File: config.mk
export PLATFORM = sky130hd
export DESIGN_NAME = pfad_frame_map
export DESIGN_NICKNAME = d
export VERILOG_FILES = /design/src/hdl/pfad_pkg.sv /design/src/hdl/pfad_frame_map.sv
export SDC_FILE = /design/constraint.sdc
export NUM_CORES = 1
export LEC_CHECK = 0
export ABC_AREA = 1
export BUFFER_PORTS_ARGS = -buffer_cell sky130_fd_sc_hd__buf_2
export CAP_MARGIN = 5
export CORE_MARGIN = 1
export CORE_UTILIZATION = 55
export DETAILED_ROUTE_END_ITERATION = 16
export PLACE_DENSITY = 0.81
export REMOVE_ABC_BUFFERS = 1
export SLEW_MARGIN = 10
export SYNTH_ARGS = -nofsm -noshare
export SYNTH_HDL_FRONTEND = slang
export SYNTH_SLANG_ARGS = --single-unit
export TNS_END_PERCENT = 50
File: constraint.sdc
create_clock -name clk -period 2.55 [get_ports clk]
set_input_delay 0.255 -clock clk [delete_from_list [all_inputs] [get_ports clk]]
set_output_delay 0.255 -clock clk [all_outputs]
set_load 0.05 [all_outputs]
File: src/hdl/pfad_pkg.sv
`default_nettype none
// ---------------------------------------------------------------------------
// pfad_pkg - shared types and constants of the page frame allocator
// Field widths, frame map sizing, directory layout and action codes.
// ---------------------------------------------------------------------------
package pfad_pkg;

	// physical frames managed by the used-frame map
	localparam int FRAME_COUNT = 32;
	localparam int FRAME_IDX_W = (FRAME_COUNT > 1) ? $clog2(FRAME_COUNT) : 1;

	localparam int ACTION_W = 2;
	localparam int VPAGE_W  = 10;
	localparam int AMOUNT_W = 11;
	localparam int FRAME_W  = 10;
	localparam int FLAG_W   = 8;
	localparam int CNT_W    = 11;

	localparam int DIR_DEPTH = 1024;
	localparam int DIR_AW    = $clog2(DIR_DEPTH);
	localparam int ENTRY_W   = FRAME_W + FLAG_W;

	localparam int IN_BITS   = ACTION_W + VPAGE_W + AMOUNT_W + FRAME_W + FLAG_W;
	localparam int IN_DATA_W = ((IN_BITS + 7) / 8) * 8;
	localparam int OUT_BITS  = 1 + FRAME_W + CNT_W;
	localparam int OUT_DATA_W = ((OUT_BITS + 7) / 8) * 8;

	localparam logic [CNT_W-1:0] FRAME_COUNT_C = CNT_W'(FRAME_COUNT);

	// flags, bit 0 up: present, rw, user, pwt, pcd, accessed, dirty, ps (4 MB)
	localparam logic [FLAG_W-1:0] FLAG_ALL        = 8'hFF;
	localparam logic [FLAG_W-1:0] FLAG_USER_MASK  = 8'h87;
	localparam int                FLAG_PRESENT_BIT = 0;

	localparam logic [DIR_AW-1:0] KERNEL_LOW_ENTRY  = DIR_AW'(0);
	localparam logic [DIR_AW-1:0] KERNEL_HIGH_ENTRY = DIR_AW'(12'h300);

	typedef enum logic [ACTION_W-1:0] {
		ACT_CHECK = 2'd0,
		ACT_ALLOC = 2'd1,
		ACT_FREE  = 2'd2,
		ACT_SET   = 2'd3
	} action_t;

	typedef enum logic [1:0] {
		ST_CLEAR,
		ST_IDLE,
		ST_EXEC
	} state_t;

	// request from the sequencer to the frame map
	typedef struct packed {
		logic               alloc;    // mark first free frame used, count down
		logic               dealloc;  // clear rel_frame, count up
		logic [FRAME_W-1:0] rel_frame;
	} map_cmd_t;

	typedef struct packed {
		logic                   found;      // a free frame exists
		logic [FRAME_IDX_W-1:0] first_free; // lowest free frame
		logic [CNT_W-1:0]       free_cnt;
		logic [CNT_W-1:0]       free_cnt_next;
	} map_status_t;

endpackage
`default_nettype wire

File: src/hdl/pfad_frame_map.sv
`default_nettype none
// ---------------------------------------------------------------------------
// pfad_frame_map - used-frame bitmap and free-frame counter
// Keeps the lowest free frame registered for the next allocation.
// ---------------------------------------------------------------------------
module pfad_frame_map (
	input  wire logic                   clk,
	input  wire logic                   arst_n,
	input  wire pfad_pkg::map_cmd_t     cmd,
	output pfad_pkg::map_status_t       status
);

	logic [pfad_pkg::FRAME_COUNT-1:0] used_q;
	logic [pfad_pkg::CNT_W-1:0]       cnt_q;
	logic [pfad_pkg::FRAME_IDX_W-1:0] ff_idx_q;
	logic                             ff_found_q;

	logic [pfad_pkg::FRAME_IDX_W-1:0] ff_idx;
	logic                             ff_found;
	logic                             rel_in_range;
	logic [pfad_pkg::CNT_W-1:0]       cnt_next;

	// lowest clear bit; scanned high to low so the lowest wins
	always_comb begin
		ff_idx   = '0;
		ff_found = 1'b0;
		for (int i = pfad_pkg::FRAME_COUNT - 1; i >= 0; i--) begin
			if (!used_q[i]) begin
				ff_idx   = pfad_pkg::FRAME_IDX_W'(i);
				ff_found = 1'b1;
			end
		end
	end

	assign rel_in_range = {1'b0, cmd.rel_frame} < pfad_pkg::FRAME_COUNT_C;

	always_comb begin
		cnt_next = cnt_q;
		if (cmd.alloc && (cnt_q != '0)) begin
			cnt_next = cnt_q - 1'b1;
		end else if (cmd.dealloc && (cnt_q < pfad_pkg::FRAME_COUNT_C)) begin
			cnt_next = cnt_q + 1'b1;
		end
	end

	always_ff @(posedge clk or negedge arst_n) begin
		if (!arst_n) begin
			used_q     <= pfad_pkg::FRAME_COUNT'(1);
			cnt_q      <= pfad_pkg::FRAME_COUNT_C - 1'b1;
			ff_idx_q   <= '0;
			ff_found_q <= 1'b0;
		end else begin
			if (cmd.alloc) begin
				used_q[ff_idx_q] <= 1'b1;
			end else if (cmd.dealloc && rel_in_range) begin
				used_q[cmd.rel_frame[pfad_pkg::FRAME_IDX_W-1:0]] <= 1'b0;
			end
			cnt_q      <= cnt_next;
			ff_idx_q   <= ff_idx;
			ff_found_q <= ff_found;
		end
	end

	assign status.found         = ff_found_q;
	assign status.first_free    = ff_idx_q;
	assign status.free_cnt      = cnt_q;
	assign status.free_cnt_next = cnt_next;

endmodule
`default_nettype wire

# [Word level (Yosys, flattened, before mapping)]
# Index checks and enable logic that the tools add are counted.
[totals] word_cells=94 regBits=49 inputBits=14 output_inout_bits=28
[op_classes] mux=72 order_cmp=6 n_reduce_logical=7 bitwise_logic=3 n_addsub=2
[op_table] operator="$mux W5" n=32
[op_table] operator="$mux W32" n=2
[op_table] operator="$mux W1" n=34
[op_table] operator="$and A32 B32 Y32" n=1
[op_table] operator="$not A32 Y32" n=1
[op_table] operator="$or A32 B32 Y32" n=1
[op_table] operator="$mux W11" n=2
[op_table] operator="$lt A5 B6 Y1 const B" n=2
[op_table] operator="$add A11 B1 Y11 const B" n=1
[op_table] operator="$lt A11 B6 Y1 const B" n=1
[op_table] operator="$reduce_bool A11 Y1" n=1
[op_table] operator="$sub A11 B1 Y11 const B" n=1
[op_table] operator="$demux W1 S5" n=2
[op_table] operator="$ge A5 B1 Y1 const B" n=2
[op_table] operator="$lt A10 B6 Y1 const B" n=1
[op_table] operator="$logic_and A1 B1 Y1" n=5
[op_table] operator="$reduce_bool A2 Y1" n=1

# [Depth between registers and ports, before layout]
# Gate-level depths: netlist of the first run.
[logic_depth] word_depth=32 depth_mapped=29 depth_no_buf=29

# [Least setup slack after synthesis of the first run]
# No wires, ideal clock.
[synth_path] path_kind="register to output" start="register cnt_q[0] (netlist name)" end="output status[1] (netlist name)" t_required_ps=2295 t_arrival_ps=3050 setup_slack_ps=-755 stages_incl_launch_ff=10 n_path_buf=0 path_cell_list="dfstp_2 -> inv_1 -> ha_1 -> nand2_1 -> nor3_1 -> a21oi_1 -> inv_1 -> nand2_1 -> nor2_1 -> a211oi_1"
[synth_lines] item="start, declared" line_no="pfad_frame_map.sv:14" rtl="logic [pfad_pkg::CNT_W-1:0] cnt_q;"
[synth_lines] item="start signal, assigned" line_no="pfad_frame_map.sv:49" rtl="cnt_q <= pfad_pkg::FRAME_COUNT_C - 1'b1;"
[synth_lines] item="start signal, assigned" line_no="pfad_frame_map.sv:58" rtl="cnt_q <= cnt_next;"
[synth_lines] item="end, declared" line_no="pfad_frame_map.sv:10" rtl="output pfad_pkg::map_status_t status"

==> metrics.cfg, run 1 <==
[synth]
synth_ff_type = dfrtp_1
yosysSeqAreaShare = 0.502
synth.top_cell.area_share = 0.438
yosys_warnings = 0
synth_top_area_cell = dfrtp_1
synth.most_common_cell = nand2_1
syn_inst = 306
synthDistinctLibCells = 26
synthesis.area_um2 = 2460
synth.area.top_cells = dfrtp_1 (44%), o21ai_0 (13%), nand2_1 (11%)
ys_async_sr_fraction = 1.00
syn_area_per_cell_um2 = 8.03
ys_seq_elements = 49
yosys-top-cells-count = nand2_1 (72), o21ai_0 (62), dfrtp_1 (43)
synth_edf_count = 0

[timing]
hold_slack_ps = 107
fin_ws_ps = -97.5
clock-skew-final_ps = 6.85
hold_viol = 0
min_period_over_period = 1.04
fmax_mhz = 378
fin_crit_ps = 2650
setup_viol = 2
rsz0062_at_grt = true
worst_slew_pin_slew_ps = 1030
slew_violations = 0
max-slew-margin-rel = 0.313

[place]
post-dp-hpwl_um = 4560
placed_area_um2 = 2750
gp_congestion = 0.871
io_buffers = 41
place_inst = 400

[clocking]
clockRootBuffer = clkbuf_8
cts_sinks = 49
path_clk_slew_ps = 90
cts_tree = done
clk_path_buf_depth = 2
clk_latency_ps = 310
htree_levels = 2
numCtsBuffers = 5

[critical_path]
ff2ff_setup_slack_ps = 150
cp_data_required_time_ps = 2300
critical_path_class = reg2out
end_kind = output pin
path_max_fanout = 4
critPathArrivalTime_ps = 2390
start_kind = flip-flop

[route]
first_pass_iters = 6
wire_per_inst_um = 19.1
vias = 2715
drc = 0
via_per_inst = 6.39
ant_nets = 0
drt_iter0_drc = 413
wirelength_um = 8100

[finish]
post-route-util = 0.761
design_area_um2 = 3150
antenna_cells = 0
nets = 390
drive_gt1_frac = 0.261
stdcell_count = 425
areaGrowthSynthToFinish_pct = 28.3

[floorplanning]
dieHeight_um = 68.8
core_area_um2 = 4140
die-area_um2 = 4740
io_pins = 42
die_width_um = 68.8
rows = 23
start_util = 0.593

[global_route]
grt_use_met1 = 0.433
grt_max_degree = 47
grt_pass1_vias = 2197
met3_usage = 0.0658
grt_usage = 0.323
gr-total-overflow = 0
grt_pass1_wl_um = 10600
antenna_found_initial = 0
grt_busiest_layer = met2
met2_usage = 0.512

[power_and_ir_drop]
power_mw = 4.08
p_leak_nw = 1.45
peakVddDrop_mv = 1.35
power_density_nw_per_um2 = 1290

[job]
cap_violations = 0

[status]
status = finished, violations left
violations = negative setup slack

[min_path]
min_path_type = in2async

[repair_timing]
action                     4_1_cts  5_1_grt
setup endpoints to repair        8       10
cloned                           0        0
buffers inserted                 9        8
resized for setup               17       29
pin swaps                        6       10
hold buffers                     0        0
[critical path, stage by stage, from the launching register on]
cell and delay [ps]:
dfstp_2 390, inv_2 80, ha_4 160, nand2_4 60
nor3_4 230, a21oi_4 90, buf_6 130, nor2_4 130
inv_4 80, o32ai_4 350, xor2_2 200, buf_6 180
[metrics by stage]
step	setup TNS [ps]	setup WS (ps)
5_1_grt	-455	-142
6_report	-115	-97.5
3_3_place_gp	0	138
4_1_cts	0	10.7
2_1_floorplan	-6290	-755
3_5_place_dp	0	98.3
[state kept, by name (all words and copies together), names as in the netlist]
name / cells
cnt_q: 11
ff_found_q: 1
ff_idx_q: 5
used_q: 32
[layer usage]
layer | wire length (µm) | up-vias
li1 | - | 1157
met1 | 2990 | 1243
met2 | 3620 | 246
met3 | 1020 | 69
met4 | 473 | 0
met5 | 0 | -
[path summary, 6_finish.rpt]
| path | start | depth (start not counted) | end |
|---|---|---|---|
| worst max-delay path | cnt_q[1] | 11 | status[4] |
| worst min-delay path | arst_n | 1 | cnt_q[5] |
| worst max register to register | cnt_q[1] | 14 | cnt_q[4] |
| worst min register to register | used_q[1] | 1 | ff_idx_q[0] |
| max in group asynchronous | arst_n | 2 | cnt_q[3] |
| min in group clk | cmd[1] | 3 | used_q[21] |
[kinds of logic (layout without fill, tap and decap cells)]
group	count (synthesis)	in the layout	share of synthesized area
and+or+nand+nor	131	131	0.220
adders and majority gates	2	2	0.0102
buffers and inverters	34	103	0.0535
xor gates and xnor gates	9	9	0.0321
AOI/OAI and AO/OA	81	81	0.182
DFF	49	49	0.502
[final cells by class]
cell class	count	area [µm²]
inverter	33	129
clock inverter	1	7.51
fill	283	992
timing repair buffer	62	399
clock buffer	7	86.3
multi-input combinational	223	1230
tap	50	62.6
sequential	49	1230
[cell usage in the layout (no fill, tap or decap), types with 4 or more instances in the layout]
cell type / n
buf_2: 34
nor2_1: 25
o21ai_0: 61
nand2_1: 70
nand4_1: 5
buf_4: 23
nand3_1: 14
inv_1: 29
buf_6: 5
dfrtp_1: 42
dfstp_2: 6
nor3_1: 7
clkbuf_8: 6
a31oi_1: 4
[where the power goes]
group          switching [mW]  internal [mW]  leakage [nW]
sequential              0.290           1.03         0.599
combinational            1.59          0.681         0.803
clock                   0.266          0.221        0.0445
(Power assumes the default switching activity.)
==> run 2, diff against run 1 <==
--- a/config.mk
+++ b/config.mk
@@ -8,10 +8,11 @@
 export ABC_AREA = 1
 export BUFFER_PORTS_ARGS = -buffer_cell sky130_fd_sc_hd__buf_2
 export CAP_MARGIN = 5
+export CORE_ASPECT_RATIO = 2
 export CORE_MARGIN = 1
-export CORE_UTILIZATION = 55
+export CORE_UTILIZATION = 60
 export DETAILED_ROUTE_END_ITERATION = 16
-export PLACE_DENSITY = 0.81
+export PLACE_DENSITY = 0.87
 export REMOVE_ABC_BUFFERS = 1
 export SLEW_MARGIN = 10
 export SYNTH_ARGS = -nofsm -noshare
==> constraint.sdc (replaced) <==
create_clock -name clk -period 3.4 [get_ports clk]
set_input_delay 0.34 -clock clk [delete_from_list [all_inputs] [get_ports clk]]
set_output_delay 0.34 -clock clk [all_outputs]
set_load 0.05 [all_outputs]
==> run 2 against run 1 <==
The flow now finishes without violations. Power fell by 36%. Core utilization down 4.0 points. Largest cell class unchanged. Sequential power fell by 27%. Clock skew shrank 2.0 ps. Clock-buffer cell count increased by 1. Cell count fell by 4.7%. Critical path depth shrank 1. Worst hold slack gained 120 ps. Register-to-register slack better by 900 ps. First-iteration DRC count decreased by 77%.
==> metrics.cfg, run 2 (same netlist as run 1, synthesis figures left out) <==
[finish]
largest_register_ffs = 32
antenna_cells = 0
drive_gt1_frac = 0.150
post-route-util = 0.721
final_cell_mix = nand2_1 (72), o21ai_0 (62), dfrtp_1 (43)
nFillCells = 335
design_area_um2 = 2800
areaGrowthSynthToFinish_pct = 13.9
largestRegisters = used_q x32, cnt_q x11, ff_idx_q x5
nets = 369
final_common_cell = nand2_1
regMostFlops = used_q

[timing]
rsz0062_at_grt = false
worst_slew_pin_slew_ps = 1070
fin_crit_ps = 3140
fmax_mhz = 319
setup_viol = 0
finalSetupTns_ps = 0
min_period_over_period = 0.923
hold_viol = 0
max-slew-margin-rel = 0.285
slew_violations = 0
clock-skew-final_ps = 4.87

[clocking]
clockRootBuffer = clkbuf_8
hold_buffers = 0
clk_path_buf_depth = 2
path_clk_slew_ps = 90
cts_tree = done
ctsResizeCount = 0
post_cts_buffers = 0
htree_levels = 2
cts_sinks = 49
numCtsBuffers = 5
clk_latency_ps = 300

[critical_path]
ff2ff_setup_slack_ps = 1050
end_kind = output pin
r2r_cells = 9
critical_path_class = reg2out
cp_data_required_time_ps = 3060
start_kind = flip-flop
critPathArrivalTime_ps = 2800
path_max_fanout = 7

[min_path]
min_path_type = in2async

[global_route]
grt_usage = 0.339
gr-total-overflow = 0
grt_max_degree = 50
grt_busiest_layer = met2
met3_usage = 0.0429
antenna_found_initial = 0
grt_use_met1 = 0.351
met2_usage = 0.579
grt_pass1_vias = 2417
grt_pass1_wl_um = 10400

[floorplanning]
die_width_um = 47.3
rows = 32
start_util = 0.633
die-area_um2 = 4370
core_area_um2 = 3880
dieHeight_um = 92.5
io_pins = 42

[status]
status = finished, final reports clean

[power_and_ir_drop]
power_density_nw_per_um2 = 935
peakVddDrop_mv = 1.02
power_mw = 2.62
p_leak_nw = 1.30

[place]
post-dp-hpwl_um = 5120
gp_congestion = 0.905
io_buffers = 41
placed_area_um2 = 2720

[route]
vias = 2367
drt_iter0_drc = 96
ant_nets = 0
first_pass_iters = 4
drc = 0
via_per_inst = 5.84
wirelength_um = 6560
wire_per_inst_um = 16.2

[job]
cap_violations = 0

[run 2: cell types whose count changed in the layout (fill, tap and decap cells not counted), moves of 3 or more]
cell and change:
buf_6 -5, buf_2 +7, buf_4 -23, nor2_1 +4, xor2_2 -3, xor2_1 +3
nor2_4 -3, inv_1 +4
[run 2: power breakdown]
part / internal, mW / leakage, nW / switching [mW] / total [mW]
sequential: 0.771 / 0.600 / 0.196 / 0.966
clock: 0.147 / 0.0395 / 0.191 / 0.338
combinational: 0.301 / 0.663 / 1.01 / 1.31
[run 2: worst paths after layout]
check,start,to
worst max-delay path,cnt_q[0],status[8]
worst min-delay path,arst_n,used_q[22]
worst max register to register,cnt_q[0],cnt_q[8]
worst min register to register,used_q[0],ff_idx_q[1]
max in group asynchronous,arst_n,used_q[3]
min in group clk,cmd[1],used_q[21]
[run 2: final cells by class]
class / count / area (µm²) / share of cell area
repair buffers: 41 / 205 / 0.0733
inverters: 33 / 124 / 0.0443
multi-input cells: 223 / 1090 / 0.390
flip-flops and latches: 49 / 1230 / 0.441
clock buffers: 8 / 80.1 / 0.0286
well taps: 51 / 63.8 / 0.0228
[run 2: critical path, stage by stage, from the launching register on]
cell     delay, ps
dfstp_2        590
inv_1           70
ha_1           210
nand2_1        110
nor3_1          70
a21oi_1        430
nand2_1        160
or3_1          370
xor2_1         160
inv_1           70
buf_2          260
[run 2: layer usage]
metal  wire [µm]  vias up
met1        2240     1120
met3         340       27
li1            -     1121
met5           0        -
met2        3630       99
met4         350        0
[run 2: through the flow]
step	setup WS (ps)	std cells	hold WS, ps
after global placement	667	397	496
after detailed placement	614	397	498
after CTS	268	405	261
after global routing	75.7	405	317
after floorplan	9.89	305	44.4
final	261	405	228
==> run 3, diff against run 2 <==
--- a/config.mk
+++ b/config.mk
@@ -6,13 +6,14 @@
 export NUM_CORES = 1
 export LEC_CHECK = 0
 export ABC_AREA = 1
-export BUFFER_PORTS_ARGS = -buffer_cell sky130_fd_sc_hd__buf_2
+export ABC_CLOCK_PERIOD_IN_PS = 3600
+export BUFFER_PORTS_ARGS = -buffer_cell sky130_fd_sc_hd__buf_4
 export CAP_MARGIN = 5
 export CORE_ASPECT_RATIO = 2
 export CORE_MARGIN = 1
-export CORE_UTILIZATION = 60
+export CORE_UTILIZATION = 55
 export DETAILED_ROUTE_END_ITERATION = 16
-export PLACE_DENSITY = 0.87
+export PLACE_DENSITY = 0.81
 export REMOVE_ABC_BUFFERS = 1
 export SLEW_MARGIN = 10
 export SYNTH_ARGS = -nofsm -noshare
==> constraint.sdc (replaced) <==
create_clock -name clk -period 3.6 [get_ports clk]
set_input_delay 0.36 -clock clk [delete_from_list [all_inputs] [get_ports clk]]
set_output_delay 0.36 -clock clk [all_outputs]
set_load 0.05 [all_outputs]
==> run 3 against run 2 <==
Sequential cell count stayed put. Final area is 5.2% higher. Register-to-register slack better by 230 ps. Cell count is 0.74% higher. Via count is 1.0% higher. Worst hold slack worse by 170 ps. Clock-buffer cell count is 2 lower. Largest power group unchanged.
==> metrics.cfg, run 3 (same netlist as run 1, synthesis figures left out) <==
[min_path]
min_path_type = in2async

[global_route]
gr-total-overflow = 0
grt_max_degree = 50
grt_pass1_wl_um = 10700
antenna_found_initial = 0
grt_pass1_vias = 2417
grt_usage = 0.310

[timing]
worst_slew_pin_slew_ps = 624
slew_violations = 0
setup_viol = 0
fin_crit_ps = 3130
fmax_mhz = 319
max-slew-margin-rel = 0.584
clock-skew-final_ps = 6.42
hold_viol = 0
rsz0062_at_grt = false
finalSetupTns_ps = 0
min_period_over_period = 0.870

[critical_path]
ff2ff_setup_slack_ps = 1280
cp_slowest_cell = dfstp_2
critical_path_class = reg2out
path_max_fanout = 7
cp_data_required_time_ps = 3240
path_cells = inv_1 > ha_1 > nand2_1 > nor3_1 > a21oi_1 > inv_1 > nand2_1 > nor2_1 > a211oi_1 > buf_4
max_stage_delay_ps = 600
critPathArrivalTime_ps = 2770
start_kind = flip-flop
end_kind = output pin

[route]
drc = 0
first_pass_iters = 5
vias = 2391
ant_nets = 0
via_per_inst = 5.86
drt_iter0_drc = 90
wire_per_inst_um = 16.4
wirelength_um = 6700

[place]
io_buffers = 41
gp_congestion = 0.896
post-dp-hpwl_um = 5160

[finish]
areaGrowthSynthToFinish_pct = 19.9
post-route-util = 0.685
final_common_cell = nand2_1
drive_gt1_frac = 0.158
antenna_cells = 0
nets = 369
nFillCells = 377
largestRegisters = used_q x32, cnt_q x11, ff_idx_q x5
final_cell_mix = nand2_1 (72), o21ai_0 (62), dfrtp_1 (43)
largest_register_ffs = 32
regMostFlops = used_q

[floorplanning]
start_util = 0.572
io_pins = 42
core_area_um2 = 4300
die_width_um = 49.3
die-area_um2 = 4760
rows = 34
dieHeight_um = 96.5

[clocking]
cts_sinks = 49
clockRootBuffer = clkbuf_8
post_cts_buffers = 0
hold_buffers = 0
clk_path_buf_depth = 2
clk_latency_ps = 310
path_clk_slew_ps = 90
htree_levels = 2
numCtsBuffers = 5
ctsResizeCount = 0
cts_tree = done

[power_and_ir_drop]
peakVddDrop_mv = 0.853
p_leak_nw = 1.35
power_mw = 2.67
power_density_nw_per_um2 = 905

[job]
cap_violations = 0

[status]
status = finished, final reports clean

[run 3: cell count changes in the layout (fill, tap and decap cells not counted)]
cell,change
clkbuf_1,-3
bufinv_16,+1
clkbuf_8,+1
buf_2,-41
clkinvlp_4,+1
buf_4,+41
[run 3: power by group]
group          total [mW]  internal (mW)  switching, mW  leakage, nW
clock               0.413          0.226          0.187       0.0574
combinational        1.34          0.375          0.964        0.691
sequential          0.915          0.728          0.187        0.600
[run 3: critical path, delay by kind of cell (launching register included)]
family                     cells  cell delay (ps)
and+or+nand+nor                4              390
buffers and inverters          3              530
AOI/OAI and AO/OA              2              740
adders and majority gates      1              210
DFF                            1              600
[run 3: metal layers]
| layer | GRT usage | share of wire |
|---|---|---|
| met2 | 0.584 | 0.56 |
| met3 | 0.0532 | 0.057 |
| met4 | 0.250 | 0.052 |
| met5 | 0 | 0 |
| met1 | 0.283 | 0.33 |
[run 3: per-stage QoR]
stage                     setup slack [ps]  hold WS [ps]  instances  area, µm²
final                                  468          60.3        408       2950
after global routing                   236           104        408       2950
after CTS                              479          84.2        408       2950
after detailed placement               840           415        400       2830
after global placement                 864           407        400       2830
after floorplan                        190          64.4        305       2450
[run 3: path summary, 6_finish.rpt]
path | from | depth (start not counted) | end
max in group asynchronous | arst_n | 1 | ff_idx_q[3]
worst max register to register | cnt_q[0] | 9 | cnt_q[8]
worst max-delay path | cnt_q[0] | 10 | status[1]
min in group clk | cmd[1] | 3 | used_q[21]
worst min-delay path | arst_n | 1 | used_q[22]
worst min register to register | used_q[0] | 2 | ff_idx_q[1]
[run 3: cell type report]
| class | count | area [µm²] | share of cell area |
|---|---|---|---|
| clock buffers | 6 | 82.6 | 0.0280 |
| clock inverters | 2 | 37.5 | 0.0127 |
| multi-input cells | 223 | 1090 | 0.371 |
| inverters | 33 | 124 | 0.0421 |
| repair buffers | 41 | 308 | 0.105 |
| flip-flops and latches | 49 | 1230 | 0.419 |
| well taps | 54 | 67.6 | 0.0229 |
